File: config.mk
export PLATFORM = sky130hd
export DESIGN_NAME = delta_patch_decoder_unit_flat
export DESIGN_NICKNAME = d
export VERILOG_FILES = /design/src/dpd_pkg.sv /design/src/dpd_if.sv /design/src/delta_patch_decoder_unit.sv /design/src/dpd_input_stage.sv /design/src/dpd_digit.sv /design/src/dpd_parser.sv /design/src/flat_wrapper.sv
export SDC_FILE = /design/constraint.sdc
export NUM_CORES = 1
export LEC_CHECK = 0
export BUFFER_PORTS_ARGS = -buffer_cell sky130_fd_sc_hd__clkbuf_2
export CAP_MARGIN = 10
export CORE_ASPECT_RATIO = 0.7
export CORE_MARGIN = 5
export CORE_UTILIZATION = 45
export CTS_CLUSTER_DIAMETER = 100
export DETAILED_ROUTE_END_ITERATION = 8
export PLACE_DENSITY_LB_ADDON = 0.08
export SLEW_MARGIN = 20
export SYNTH_ARGS = -nofsm -noshare
export SYNTH_HDL_FRONTEND = slang
export SYNTH_HIERARCHICAL = 1
export SYNTH_SLANG_ARGS = --single-unit
export TNS_END_PERCENT = 20
File: constraint.sdc
create_clock -name clk -period 19.8 [get_ports clk]
set_input_delay 3.96 -clock clk [delete_from_list [all_inputs] [get_ports clk]]
set_output_delay 3.96 -clock clk [all_outputs]
set_load 0.1 [all_outputs]
File: src/dpd_pkg.sv
package dpd_pkg;

  localparam int NUMBER_WIDTH_DEF = 32;

  typedef enum logic [2:0] {
    K_SIZE = 3'd0,
    K_LIT  = 3'd1,
    K_COPY = 3'd2,
    K_CSOK = 3'd3,
    K_ERR  = 3'd4
  } kind_t;

  typedef enum logic [1:0] {
    E_NO_NEWLINE = 2'd0,
    E_NO_COMMA   = 2'd1,
    E_CHECKSUM   = 2'd2,
    E_UNKNOWN    = 2'd3
  } err_t;

  typedef enum logic [4:0] {
    PH_SIZE    = 5'b00001,
    PH_CMD     = 5'b00010,
    PH_OFFSET  = 5'b00100,
    PH_LITERAL = 5'b01000,
    PH_DONE    = 5'b10000
  } phase_t;

  localparam logic [7:0] CH_NEWLINE = 8'h0A;
  localparam logic [7:0] CH_AT      = 8'h40;
  localparam logic [7:0] CH_COLON   = 8'h3A;
  localparam logic [7:0] CH_SEMI    = 8'h3B;
  localparam logic [7:0] CH_COMMA   = 8'h2C;

  typedef struct packed {
    logic       op;
    logic [7:0] data_byte;
    logic       last;
  } in_item_t;

  typedef struct packed {
    logic       is_digit;
    logic [5:0] value;
  } digit_t;

endpackage

File: src/dpd_if.sv
interface dpd_in_if;
  logic       valid;
  logic       ready;
  logic       op;
  logic [7:0] data_byte;
  logic       last;

  modport source (output valid, output op, output data_byte, output last, input ready);
  modport sink   (input valid, input op, input data_byte, input last, output ready);
endinterface

interface dpd_out_if;
  logic        valid;
  logic        ready;
  logic [2:0]  kind;
  logic [7:0]  out_byte;
  logic [31:0] copy_offset;
  logic [31:0] copy_length;
  logic [31:0] target_size;
  logic [1:0]  error_code;

  modport source (output valid, output kind, output out_byte, output copy_offset,
                  output copy_length, output target_size, output error_code,
                  input ready);
  modport sink   (input valid, input kind, input out_byte, input copy_offset,
                  input copy_length, input target_size, input error_code,
                  output ready);
endinterface

File: src/delta_patch_decoder_unit.sv
// Path: a request accepted at the input passes through the input register, then
//   the combinational parse logic into the result register.
// Throughput: one request per cycle, set by the combinational parse step; only a
//   stalled result register holds the input side back.
// Reset: synchronous active-low rst_n returns the parser to reading the size
//   header with cleared number, checksum and lane state; both stages go empty.
module delta_patch_decoder_unit #(
  parameter int NUMBER_WIDTH = dpd_pkg::NUMBER_WIDTH_DEF
) (
  input  logic      clk,
  input  logic      rst_n,
  dpd_in_if.sink    in_ch,
  dpd_out_if.source out_ch
);

  dpd_pkg::in_item_t in_item;
  dpd_pkg::in_item_t s1_item;
  dpd_pkg::digit_t   digit;
  logic              s1_valid;
  logic              take;
  logic              out_valid;

  assign in_item.op        = in_ch.op;
  assign in_item.data_byte = in_ch.data_byte;
  assign in_item.last      = in_ch.last;

  // Stage 1 request is consumed whenever the result register can take a new
  // value; requests that produce no result still move on in that cycle.
  assign take = s1_valid && (!out_valid || out_ch.ready);

  dpd_input_stage u_in (
    .clk        (clk),
    .rst_n      (rst_n),
    .in_valid_i (in_ch.valid),
    .in_item_i  (in_item),
    .in_ready_o (in_ch.ready),
    .take_i     (take),
    .s1_valid_o (s1_valid),
    .s1_item_o  (s1_item)
  );

  // base-64 digit classification of the registered byte
  dpd_digit u_digit (
    .byte_i  (s1_item.data_byte),
    .digit_o (digit)
  );

  // phase machine, number accumulator, checksum and result register
  dpd_parser #(
    .NUMBER_WIDTH (NUMBER_WIDTH)
  ) u_parser (
    .clk           (clk),
    .rst_n         (rst_n),
    .work_i        (take),
    .item_i        (s1_item),
    .digit_i       (digit),
    .out_ready_i   (out_ch.ready),
    .out_valid_o   (out_valid),
    .kind_o        (out_ch.kind),
    .out_byte_o    (out_ch.out_byte),
    .copy_offset_o (out_ch.copy_offset),
    .copy_length_o (out_ch.copy_length),
    .target_size_o (out_ch.target_size),
    .error_code_o  (out_ch.error_code)
  );

  assign out_ch.valid = out_valid;

endmodule

File: src/dpd_input_stage.sv
module dpd_input_stage (
  input  logic             clk,
  input  logic             rst_n,
  input  logic             in_valid_i,
  input  dpd_pkg::in_item_t in_item_i,
  output logic             in_ready_o,
  input  logic             take_i,
  output logic             s1_valid_o,
  output dpd_pkg::in_item_t s1_item_o
);

  logic              s1_valid_r;
  logic              s1_valid_nxt;
  dpd_pkg::in_item_t s1_item_r;
  logic              in_fire;

  // slot frees up in the same cycle the parser consumes it
  assign in_ready_o   = !s1_valid_r || take_i;
  assign in_fire      = in_valid_i && in_ready_o;
  assign s1_valid_nxt = in_fire || (s1_valid_r && !take_i);

  always_ff @(posedge clk) begin
    if (!rst_n) begin
      s1_valid_r <= 1'b0;
    end else begin
      s1_valid_r <= s1_valid_nxt;
    end
  end

  always_ff @(posedge clk) begin
    if (in_fire) begin
      s1_item_r <= in_item_i;
    end
  end

  assign s1_valid_o = s1_valid_r;
  assign s1_item_o  = s1_item_r;

endmodule

File: src/dpd_digit.sv
module dpd_digit (
  input  logic [7:0]      byte_i,
  output dpd_pkg::digit_t digit_o
);

  localparam logic [7:0] OFS_NUM   = 8'd48;
  localparam logic [7:0] OFS_UPPER = 8'd55;
  localparam logic [7:0] OFS_LOWER = 8'd60;
  localparam logic [5:0] VAL_UNDER = 6'd36;
  localparam logic [5:0] VAL_TILDE = 6'd63;

  logic [7:0] diff;

  always_comb begin
    digit_o.is_digit = 1'b1;
    diff             = 8'd0;
    digit_o.value    = 6'd0;
    if (byte_i >= 8'h30 && byte_i <= 8'h39) begin
      diff          = byte_i - OFS_NUM;
      digit_o.value = diff[5:0];
    end else if (byte_i >= 8'h41 && byte_i <= 8'h5A) begin
      diff          = byte_i - OFS_UPPER;
      digit_o.value = diff[5:0];
    end else if (byte_i >= 8'h61 && byte_i <= 8'h7A) begin
      diff          = byte_i - OFS_LOWER;
      digit_o.value = diff[5:0];
    end else if (byte_i == 8'h5F) begin
      digit_o.value = VAL_UNDER;
    end else if (byte_i == 8'h7E) begin
      digit_o.value = VAL_TILDE;
    end else begin
      digit_o.is_digit = 1'b0;
    end
  end

endmodule

File: src/dpd_parser.sv
module dpd_parser #(
  parameter int NUMBER_WIDTH = dpd_pkg::NUMBER_WIDTH_DEF
) (
  input  logic              clk,
  input  logic              rst_n,
  input  logic              work_i,
  input  dpd_pkg::in_item_t item_i,
  input  dpd_pkg::digit_t   digit_i,
  input  logic              out_ready_i,
  output logic              out_valid_o,
  output logic [2:0]        kind_o,
  output logic [7:0]        out_byte_o,
  output logic [31:0]       copy_offset_o,
  output logic [31:0]       copy_length_o,
  output logic [31:0]       target_size_o,
  output logic [1:0]        error_code_o
);

  // compare / output width covers both the number and the 32-bit sum
  localparam int CW = (NUMBER_WIDTH > 32) ? NUMBER_WIDTH : 32;

  dpd_pkg::phase_t   phase_r, phase_nxt;
  logic [NUMBER_WIDTH-1:0] accum_r, accum_nxt;
  logic [NUMBER_WIDTH-1:0] count_r, count_nxt;
  logic [NUMBER_WIDTH-1:0] lit_left_r, lit_left_nxt;
  logic [31:0]       sum_r, sum_nxt;
  logic [1:0]        lane_r, lane_nxt;

  logic              out_valid_r, out_valid_nxt;
  dpd_pkg::kind_t    kind_r, kind_nxt;
  logic [7:0]        byte_r, byte_nxt;
  logic [31:0]       offset_r, offset_nxt;
  logic [31:0]       length_r, length_nxt;
  logic [31:0]       size_r, size_nxt;
  dpd_pkg::err_t     err_r, err_nxt;

  logic              res_valid;
  logic [NUMBER_WIDTH-1:0] accum_shift;
  logic [NUMBER_WIDTH-1:0] lit_dec;
  logic [CW-1:0]     accum_ext;
  logic [CW-1:0]     count_ext;
  logic [CW-1:0]     sum_ext;
  logic [31:0]       sum_add;

  assign accum_shift = {accum_r[NUMBER_WIDTH-7:0], 6'b0} + NUMBER_WIDTH'(digit_i.value);
  assign lit_dec     = lit_left_r - NUMBER_WIDTH'(1);
  assign accum_ext   = CW'(accum_r);
  assign count_ext   = CW'(count_r);
  assign sum_ext     = CW'(sum_r);

  // big-endian lane placement of the byte into the checksum word
  always_comb begin
    case (lane_r)
      2'd0:    sum_add = {item_i.data_byte, 24'd0};
      2'd1:    sum_add = {8'd0, item_i.data_byte, 16'd0};
      2'd2:    sum_add = {16'd0, item_i.data_byte, 8'd0};
      default: sum_add = {24'd0, item_i.data_byte};
    endcase
  end

  always_comb begin
    phase_nxt    = phase_r;
    accum_nxt    = accum_r;
    count_nxt    = count_r;
    lit_left_nxt = lit_left_r;
    sum_nxt      = sum_r;
    lane_nxt     = lane_r;
    res_valid    = 1'b0;
    kind_nxt     = dpd_pkg::K_SIZE;
    byte_nxt     = 8'd0;
    offset_nxt   = 32'd0;
    length_nxt   = 32'd0;
    size_nxt     = 32'd0;
    err_nxt      = dpd_pkg::E_NO_NEWLINE;

    if (work_i && phase_r != dpd_pkg::PH_DONE) begin
      if (item_i.op) begin
        sum_nxt  = sum_r + sum_add;
        lane_nxt = lane_r + 2'd1;
      end else begin
        case (phase_r)
          dpd_pkg::PH_SIZE: begin
            if (digit_i.is_digit) begin
              accum_nxt = accum_shift;
            end else if (item_i.data_byte == dpd_pkg::CH_NEWLINE) begin
              accum_nxt = '0;
              phase_nxt = dpd_pkg::PH_CMD;
              res_valid = 1'b1;
              kind_nxt  = dpd_pkg::K_SIZE;
              size_nxt  = accum_ext[31:0];
            end else begin
              phase_nxt = dpd_pkg::PH_DONE;
              res_valid = 1'b1;
              kind_nxt  = dpd_pkg::K_ERR;
              err_nxt   = dpd_pkg::E_NO_NEWLINE;
            end
          end
          dpd_pkg::PH_CMD: begin
            if (digit_i.is_digit) begin
              accum_nxt = accum_shift;
            end else if (item_i.data_byte == dpd_pkg::CH_AT) begin
              count_nxt = accum_r;
              accum_nxt = '0;
              phase_nxt = dpd_pkg::PH_OFFSET;
            end else if (item_i.data_byte == dpd_pkg::CH_COLON) begin
              lit_left_nxt = accum_r;
              accum_nxt    = '0;
              // zero-length literal stays in command phase
              phase_nxt    = (accum_r != '0) ? dpd_pkg::PH_LITERAL : dpd_pkg::PH_CMD;
            end else if (item_i.data_byte == dpd_pkg::CH_SEMI) begin
              phase_nxt = dpd_pkg::PH_DONE;
              res_valid = 1'b1;
              if (accum_ext == sum_ext) begin
                kind_nxt = dpd_pkg::K_CSOK;
              end else begin
                kind_nxt = dpd_pkg::K_ERR;
                err_nxt  = dpd_pkg::E_CHECKSUM;
              end
            end else begin
              phase_nxt = dpd_pkg::PH_DONE;
              res_valid = 1'b1;
              kind_nxt  = dpd_pkg::K_ERR;
              err_nxt   = dpd_pkg::E_UNKNOWN;
            end
          end
          dpd_pkg::PH_OFFSET: begin
            if (digit_i.is_digit) begin
              accum_nxt = accum_shift;
            end else if (item_i.data_byte == dpd_pkg::CH_COMMA) begin
              res_valid  = 1'b1;
              kind_nxt   = dpd_pkg::K_COPY;
              offset_nxt = accum_ext[31:0];
              length_nxt = count_ext[31:0];
              accum_nxt  = '0;
              phase_nxt  = dpd_pkg::PH_CMD;
            end else begin
              phase_nxt = dpd_pkg::PH_DONE;
              res_valid = 1'b1;
              kind_nxt  = dpd_pkg::K_ERR;
              err_nxt   = dpd_pkg::E_NO_COMMA;
            end
          end
          dpd_pkg::PH_LITERAL: begin
            sum_nxt      = sum_r + sum_add;
            lane_nxt     = lane_r + 2'd1;
            lit_left_nxt = lit_dec;
            if (lit_dec == '0) begin
              phase_nxt = dpd_pkg::PH_CMD;
            end
            res_valid = 1'b1;
            kind_nxt  = dpd_pkg::K_LIT;
            byte_nxt  = item_i.data_byte;
          end
          default: begin
            phase_nxt = dpd_pkg::PH_DONE;
          end
        endcase
        if (item_i.last) begin
          phase_nxt = dpd_pkg::PH_DONE;
        end
      end
    end
  end

  always_comb begin
    if (work_i && res_valid) begin
      out_valid_nxt = 1'b1;
    end else if (out_ready_i) begin
      out_valid_nxt = 1'b0;
    end else begin
      out_valid_nxt = out_valid_r;
    end
  end

  always_ff @(posedge clk) begin
    if (!rst_n) begin
      phase_r     <= dpd_pkg::PH_SIZE;
      accum_r     <= '0;
      count_r     <= '0;
      lit_left_r  <= '0;
      sum_r       <= 32'd0;
      lane_r      <= 2'd0;
      out_valid_r <= 1'b0;
    end else begin
      phase_r     <= phase_nxt;
      accum_r     <= accum_nxt;
      count_r     <= count_nxt;
      lit_left_r  <= lit_left_nxt;
      sum_r       <= sum_nxt;
      lane_r      <= lane_nxt;
      out_valid_r <= out_valid_nxt;
    end
  end

  always_ff @(posedge clk) begin
    if (work_i && res_valid) begin
      kind_r   <= kind_nxt;
      byte_r   <= byte_nxt;
      offset_r <= offset_nxt;
      length_r <= length_nxt;
      size_r   <= size_nxt;
      err_r    <= err_nxt;
    end
  end

  assign out_valid_o   = out_valid_r;
  assign kind_o        = kind_r;
  assign out_byte_o    = byte_r;
  assign copy_offset_o = offset_r;
  assign copy_length_o = length_r;
  assign target_size_o = size_r;
  assign error_code_o  = err_r;

  // closed parser never loads a new result
  a_done_quiet: assert property (@(posedge clk) disable iff (!rst_n)
    (phase_r == dpd_pkg::PH_DONE && !(out_valid_r && !out_ready_i)) |=> !out_valid_r)
    else $error("result produced after parser closed");

  // a literal-phase stream byte always yields a literal result
  a_lit_out: assert property (@(posedge clk) disable iff (!rst_n)
    (work_i && phase_r == dpd_pkg::PH_LITERAL && !item_i.op)
      |=> (out_valid_r && kind_r == dpd_pkg::K_LIT))
    else $error("literal byte not forwarded");

  // terminal results leave the parser closed
  a_term_closed: assert property (@(posedge clk) disable iff (!rst_n)
    (out_valid_r && (kind_r == dpd_pkg::K_ERR || kind_r == dpd_pkg::K_CSOK))
      |-> phase_r == dpd_pkg::PH_DONE)
    else $error("parser open after terminal result");

endmodule
File: src/flat_wrapper.sv
// flat-port wrapper written by rule: the top's interface ports become plain ports
module delta_patch_decoder_unit_flat 
#(
  parameter int NUMBER_WIDTH = dpd_pkg::NUMBER_WIDTH_DEF
)
  (clk, rst_n, in_ch_valid, in_ch_op, in_ch_data_byte, in_ch_last, in_ch_ready, out_ch_valid, out_ch_kind, out_ch_out_byte, out_ch_copy_offset, out_ch_copy_length, out_ch_target_size, out_ch_error_code, out_ch_ready);
  dpd_in_if in_ch_i ();
  dpd_out_if out_ch_i ();
  input  logic clk;
  input  logic rst_n;
  input wire logic [$bits(in_ch_i.valid)-1:0] in_ch_valid;
  input wire logic [$bits(in_ch_i.op)-1:0] in_ch_op;
  input wire logic [$bits(in_ch_i.data_byte)-1:0] in_ch_data_byte;
  input wire logic [$bits(in_ch_i.last)-1:0] in_ch_last;
  output wire logic [$bits(in_ch_i.ready)-1:0] in_ch_ready;
  output wire logic [$bits(out_ch_i.valid)-1:0] out_ch_valid;
  output wire logic [$bits(out_ch_i.kind)-1:0] out_ch_kind;
  output wire logic [$bits(out_ch_i.out_byte)-1:0] out_ch_out_byte;
  output wire logic [$bits(out_ch_i.copy_offset)-1:0] out_ch_copy_offset;
  output wire logic [$bits(out_ch_i.copy_length)-1:0] out_ch_copy_length;
  output wire logic [$bits(out_ch_i.target_size)-1:0] out_ch_target_size;
  output wire logic [$bits(out_ch_i.error_code)-1:0] out_ch_error_code;
  input wire logic [$bits(out_ch_i.ready)-1:0] out_ch_ready;
  assign in_ch_i.valid = in_ch_valid;
  assign in_ch_i.op = in_ch_op;
  assign in_ch_i.data_byte = in_ch_data_byte;
  assign in_ch_i.last = in_ch_last;
  assign in_ch_ready = in_ch_i.ready;
  assign out_ch_valid = out_ch_i.valid;
  assign out_ch_kind = out_ch_i.kind;
  assign out_ch_out_byte = out_ch_i.out_byte;
  assign out_ch_copy_offset = out_ch_i.copy_offset;
  assign out_ch_copy_length = out_ch_i.copy_length;
  assign out_ch_target_size = out_ch_i.target_size;
  assign out_ch_error_code = out_ch_i.error_code;
  assign out_ch_i.ready = out_ch_ready;
  delta_patch_decoder_unit #(.NUMBER_WIDTH(NUMBER_WIDTH)) u_core (.clk(clk), .rst_n(rst_n), .in_ch(in_ch_i), .out_ch(out_ch_i));
endmodule
==> Word level (Yosys, flattened, before mapping) <==
Cells that the tools add are included.
{ "classes": {"eq_ne": 25, "n_addsub": 7, "n_reduce_logical": 31, "n_lt_le_gt_ge": 6, "mux": 65, "n_bitwise": 8} }
{ "op_table": {"columns": ["op", "n"], "rows": [
  ["$mux W32", 12],
  ["$pmux W32 S3", 2],
  ["$pmux W32 S2", 1],
  ["$mux W5", 9],
  ["$add A32 B32 Y32", 1],
  ["$add A32 B6 Y32", 1],
  ["$eq A32 B32 Y1", 1],
  ["$logic_not A32 Y1", 1],
  ["$reduce_bool A32 Y1", 1],
  ["$sub A32 B1 Y32 const B", 1],
  ["$mux W6", 5],
  ["$mux W3", 9],
  ["$eq A8 B6 Y1 const B", 3],
  ["$eq A8 B7 Y1 const B", 3],
  ["$pmux W5 S4", 1],
  ["$reduce_and A6 Y1", 3],
  ["$sub A6 B6 Y6 const B", 3],
  ["$ge A8 B7 Y1 const B", 2],
  ["$le A8 B7 Y1 const B", 2],
  ["$mux W1", 15],
  ["$mux W2", 7],
  ["$pmux W3 S4", 1],
  ["$reduce_or A5 Y1", 2],
  ["$ne A3 B2 Y1 const B", 3],
  ["28 further kinds", 53]
]} }
{ "totals": {"inputBits": 14, "wordCells": 159, "ff_bits": 256, "out_inout_bits": 111} }

==> Depth between registers and ports, before layout <==
{ "depth": {"depth_word": 12, "depth_mapped": 14} }

==> Cells and area by module <==
The synthesis kept the hierarchy.
{ "modules_own_cells": {"columns": ["mod", "n_inst", "cells_per_inst", "seq_area_each_um2", "area_each_um2"], "rows": [
  ["dpd_parser", 1, 1406, 5995.8, 12959.9],
  ["dpd_digit", 1, 91, 0.0, 675.6],
  ["dpd_input_stage", 1, 15, 320.3, 357.8],
  ["delta_patch_decoder_unit", 1, 2, 0.0, 11.3]
]} }

==> Least setup slack after synthesis <==
OpenSTA, ideal clock, no wires.
{ "synth_path": {"path_kind": "input port to flip-flop", "start": "in out_ch_ready", "end": "reg u_core.u_parser.length_r[0], in the netlist u_core/u_parser/copy_length_o[0], enable pin", "setup_slack_ns": 9.879, "required_time_ns": 19.221, "path_stages": 6, "path_buffers": 0, "arrival_ns": 9.342, "path_cell_list": "inv_1 -> a21boi_1 -> o21ai_0 -> nor2_1 -> nand2_1 -> nor2_1"} }
{ "synth_between": {"elab_chain_len": 5} }
{ "synth_rtl": {"columns": ["element", "line_no", "source"], "rows": [
  ["from (decl)", "flat_wrapper.sv:23", "input wire logic [$bits(out_ch_i.ready)-1:0] out_ch_ready;"],
  ["$logic_or A1 B1 Y1 *", "delta_patch_decoder_unit.sv:29", "assign take = s1_valid && (!out_valid || out_ch.ready);"],
  ["$logic_and A1 B1 Y1 *", "delta_patch_decoder_unit.sv:29", null],
  ["net u_core.take", "delta_patch_decoder_unit.sv:20", "logic take;"],
  ["$logic_and A1 B1 Y1", "dpd_parser.sv:76", "if (work_i && phase_r != dpd_pkg::PH_DONE) begin"],
  ["$mux W1", "dpd_parser.sv:76", null],
  ["$logic_and A1 B1 Y1 *", "dpd_parser.sv:196", "if (work_i && res_valid) begin"],
  ["to (signal assigned)", "dpd_parser.sv:200", "length_r <= length_nxt;"],
  ["to (decl)", "dpd_parser.sv:33", "logic [31:0] length_r, length_nxt;"]
]} }
The timed path passes the listed nets; every way through them passes the cells marked *.
A chain may end at the register's enable or synchronous reset.

==> Final worst setup path <==
{ "layout_path": {"start": "in out_ch_ready", "end": "out in_ch_ready"} }
{ "layout_between": {"elab_chain_len": 3} }
{ "layout_rtl": {"columns": ["element", "line_no", "source"], "rows": [
  ["$logic_or A1 B1 Y1", "delta_patch_decoder_unit.sv:29", null],
  ["$logic_and A1 B1 Y1", "delta_patch_decoder_unit.sv:29", null],
  ["net u_core.take", "delta_patch_decoder_unit.sv:20", null],
  ["$logic_or A1 B1 Y1", "dpd_input_stage.sv:18", "assign in_ready_o = !s1_valid_r || take_i;"],
  ["to (decl)", "flat_wrapper.sv:15", "output wire logic [$bits(in_ch_i.ready)-1:0] in_ch_ready;"]
]} }
The timed path passes the listed nets, and every way through them passes these cells.

==> flow_metrics.tcl <==
set metrics [dict create \
    stdcell_area_um2 15700 \
    count_of_flip_flops_with_a_built_in_enable_after_synthesis 119 \
    floorplan.die.width_um 221 \
    post_cts_setup_buffers 0 \
    multi_input_comb_area_um2 7150 \
    finalSetupTns_ns 0 \
    drive_above_1_share 0.135 \
    via_count 11400 \
    combPwrFrac 0.097 \
    maximum_number_of_pins_on_one_net_before_global_route_repair 84 \
    synth_area_leader_cell "edfxtp_1" \
    hold_viol 0 \
    post_cts_hold_buffer_count 0 \
    net_switching_power_figure_uw 314 \
    clock_sinks 256 \
    timing.slew.headroom 0.301 \
    final_util 0.507 \
    worst_hold_slack_ns 0.458 \
    dr_wl_cell_um 20.0 \
    synth_sequential_area_ratio 0.451 \
    type_of_element_launching_the_critical_path "input pin" \
    start_to_end_type_of_the_worst_setup_path "input pin to primary output" \
    cts.path.max_buffers 3 \
    ffs_w_async_s_r_synth 0 \
    floorplan.initialDensity 0.453 \
    setup.worst_path.end_class "primary output" \
    post_synth_main_area_contributors "edfxtp_1 (26%), dfxtp_1 (20%), and2_1 (6.8%)" \
    drt_pre_antenna_iters 5 \
    antenna_left 0 \
    vias_per_cell 5.63 \
    dp.final_hpwl_mm 26.8 \
    die_height_um 158 \
    cts-htree-levels 1 \
    skew_ns 0.0115 \
    grt_pass1_wl_mm 63.1 \
    core_area_um2 30900 \
    final_min_period_over_clock_period 0.447 \
    place_congestion 0.869 \
    avgSynthCellArea_um2 9.25 \
    power.static_leakage_nw 6.31 \
    synth.top_cells.by_count "nand2_1 (183), and2_1 (152), dfxtp_1 (137)" \
    yosysWarnings 6 \
    netlist_area_um2 14000 \
    antenna_found_initial 1 \
    seq_area_um2 6320 \
    syn_inst 1514 \
    route.detailed.drc 0 \
    fin_nets 1643 \
    postSynthNetCount 1580 \
    cts_resized 0 \
    tritoncts.num_buffers 28 \
    dominantRegCellSynth "dfxtp_1" \
    register_bit_total_from_synthesis 256 \
    switching_share 0.266 \
    status "completed" \
    worstHoldPathType "flop to flop" \
    unrepaired_setup_endpoints_after_global_routing "no" \
    critical_path.most_common_cell "clkbuf_2" \
    timing.critical_path.arrival_ns 4.90 \
    worst-path-max-fanout 3 \
    p_int_uw 866 \
    critical_path.cell_chain "clkbuf_2 > inv_1 > a21boi_1 > nand2b_4 > clkbuf_2" \
    globalRouteTotalUtil 0.226 \
    num_io_pins 125 \
    crit_path_top_delay_cell "clkbuf_2" \
    worstPathRequired_ns 15.84 \
    power.share.clock 0.418 \
    pwr_density_cell_nw_per_um2 75.2 \
    post-route-min-period_ns 8.86 \
    drt_iter0_drc 1053 \
    routed_wl_mm 40.5 \
    syn2layout_area_growth_pct 12.0 \
    final_slew_violations 0 \
    port-buffer-count 124 \
    worst_path_largest_cell_delay_ns 0.45 \
    clock.fmax_mhz 113 \
    synthMostInstantiatedCell "nand2_1" \
    cap_viol_max_count 0 \
    clkSlewWorstSetupHoldPaths_ns 0.06 \
    share_seq_of_total_power 0.485 \
    cts_root_buf "clkbuf_16" \
    timing.final.setup_violations 0 \
    number_of_global_route_vias_before_repair 10700 \
    core.rowCount 54 \
    cts_tree "yes" \
    dieArea_um2 34800 \
    synth_cell_types 87 \
    num-fill-cells 2951 \
    clock_latency_of_the_later_clocked_register_in_the_worst_skew_pair_ns 0.57 \
    max_rail_drop_vdd_mv 0.0692 \
    place_area_um2 14800 \
    global_route_overflow 0 \
    transition_at_the_pin_with_the_smallest_max_transition_slack_ns 1.05 \
    synth_top_area_frac 0.255 \
]
==> through the flow <==
step | total power [mW] | setup slack [ns] | std cells
finish | 1.18 | 10.94 | 2020
global route | 1.22 | 10.84 | 2019
CTS | 1.19 | 10.94 | 2019
detailed placement | 0.697 | 10.96 | 1967
global placement | 0.697 | 10.97 | 1967
floorplan | 0.672 | 9.88 | 1514
==> worst paths after layout <==
kind	to	from	cells past startpoint	slack, ns
worst max-delay path	in_ch_ready	out_ch_ready	5	10.94
worst min-delay path	u_core/u_parser/count_ext[18]	u_core/u_parser/count_ext[18]	2	0.46
worst max register to register	u_core/u_parser/copy_length_o[7]	u_core/u_in/s1_item_o[2]	10	14.14
worst min register to register	u_core/u_parser/count_ext[18]	u_core/u_parser/count_ext[18]	2	0.46
==> worst max-delay path, delay by kind of cell <==
kind / cells / cell delay (ns)
compound gates: 1 / 0.18
buf+inv: 3 / 0.58
simple gates: 1 / 0.17
==> cells by family after synthesis <==
logic type / synth area share
AOI/OAI and AO/OA: 0.169
xor gates and xnor gates: 0.0407
adders and majority gates: 0.0470
buffers and inverters: 0.0408
DFF: 0.451
muxes: 0.000804
and+or+nand+nor: 0.250
==> final cells by class <==
type | count | share of cell area
Multi-Input combinational cell | 1121 | 0.456
Tap cell | 420 | 0.0335
Antenna cell | 1 | 0.000160
Inverter | 35 | 0.00838
Sequential cell | 256 | 0.403
Clock inverter | 9 | 0.00598
Timing Repair Buffer | 135 | 0.0450
Clock buffer | 43 | 0.0483
==> registers in the layout, summed over array words and instances (netlist names) <==
signal	flops
u_core/u_in/s1_item_o	10
u_core/u_parser/copy_length_o	32
u_core/u_in/s1_valid_o	1
u_core/u_parser/accum_ext	32
u_core/u_parser/target_size_o	32
u_core/u_parser/error_code_o	2
u_core/u_parser/count_ext	32
u_core/u_parser/out_byte_o	8
u_core/u_parser/phase_r	5
u_core/u_parser/copy_offset_o	32
u_core/u_parser/lane_r	2
u_core/u_parser/lit_left_r	32
u_core/u_parser/out_valid_o	1
u_core/u_parser/sum_ext	32
u_core/u_parser/kind_o	3
==> layout by cell type, fill, tap and decap left out, types with 8 or more instances in the layout <==
cell	instances
xor2_1	46
a21boi_0	75
a31oi_1	13
inv_1	35
o21a_1	11
nand2b_1	9
o22ai_1	10
clkbuf_2	123
clkbuf_16	28
edfxtp_1	119
xnor2_1	19
nor2_1	75
nor2b_1	21
o31ai_1	9
a22oi_1	9
nand2_1	182
and2_1	152
nor3_1	27
o21ai_0	77
nand4_1	12
nand3_1	59
buf_4	12
or2_2	8
a21o_1	19
nor4_1	25
or3_1	8
a21oi_1	61
ha_1	51
dfxtp_1	137
and3_1	17
clkbuf_1	15
==> per-layer routing <==
layer,track usage,vias up,share of wire
li1,-,5506,-
met1,0.351,5412,0.51
met2,0.329,409,0.40
met3,0.0443,51,0.070
met4,0.0410,2,0.014
met5,0.00941,-,0.0010
==> power groups by stage <==
stage	Clock [mW]	Combinational, mW	Sequential, mW
floorplan	0	0.0512	0.621
detailed placement	0	0.114	0.583
finish	0.493	0.115	0.572
global route	0.529	0.123	0.573
global placement	0	0.113	0.583
CTS	0.506	0.114	0.572
No activity file was read; power rests on OpenSTA's default activity.
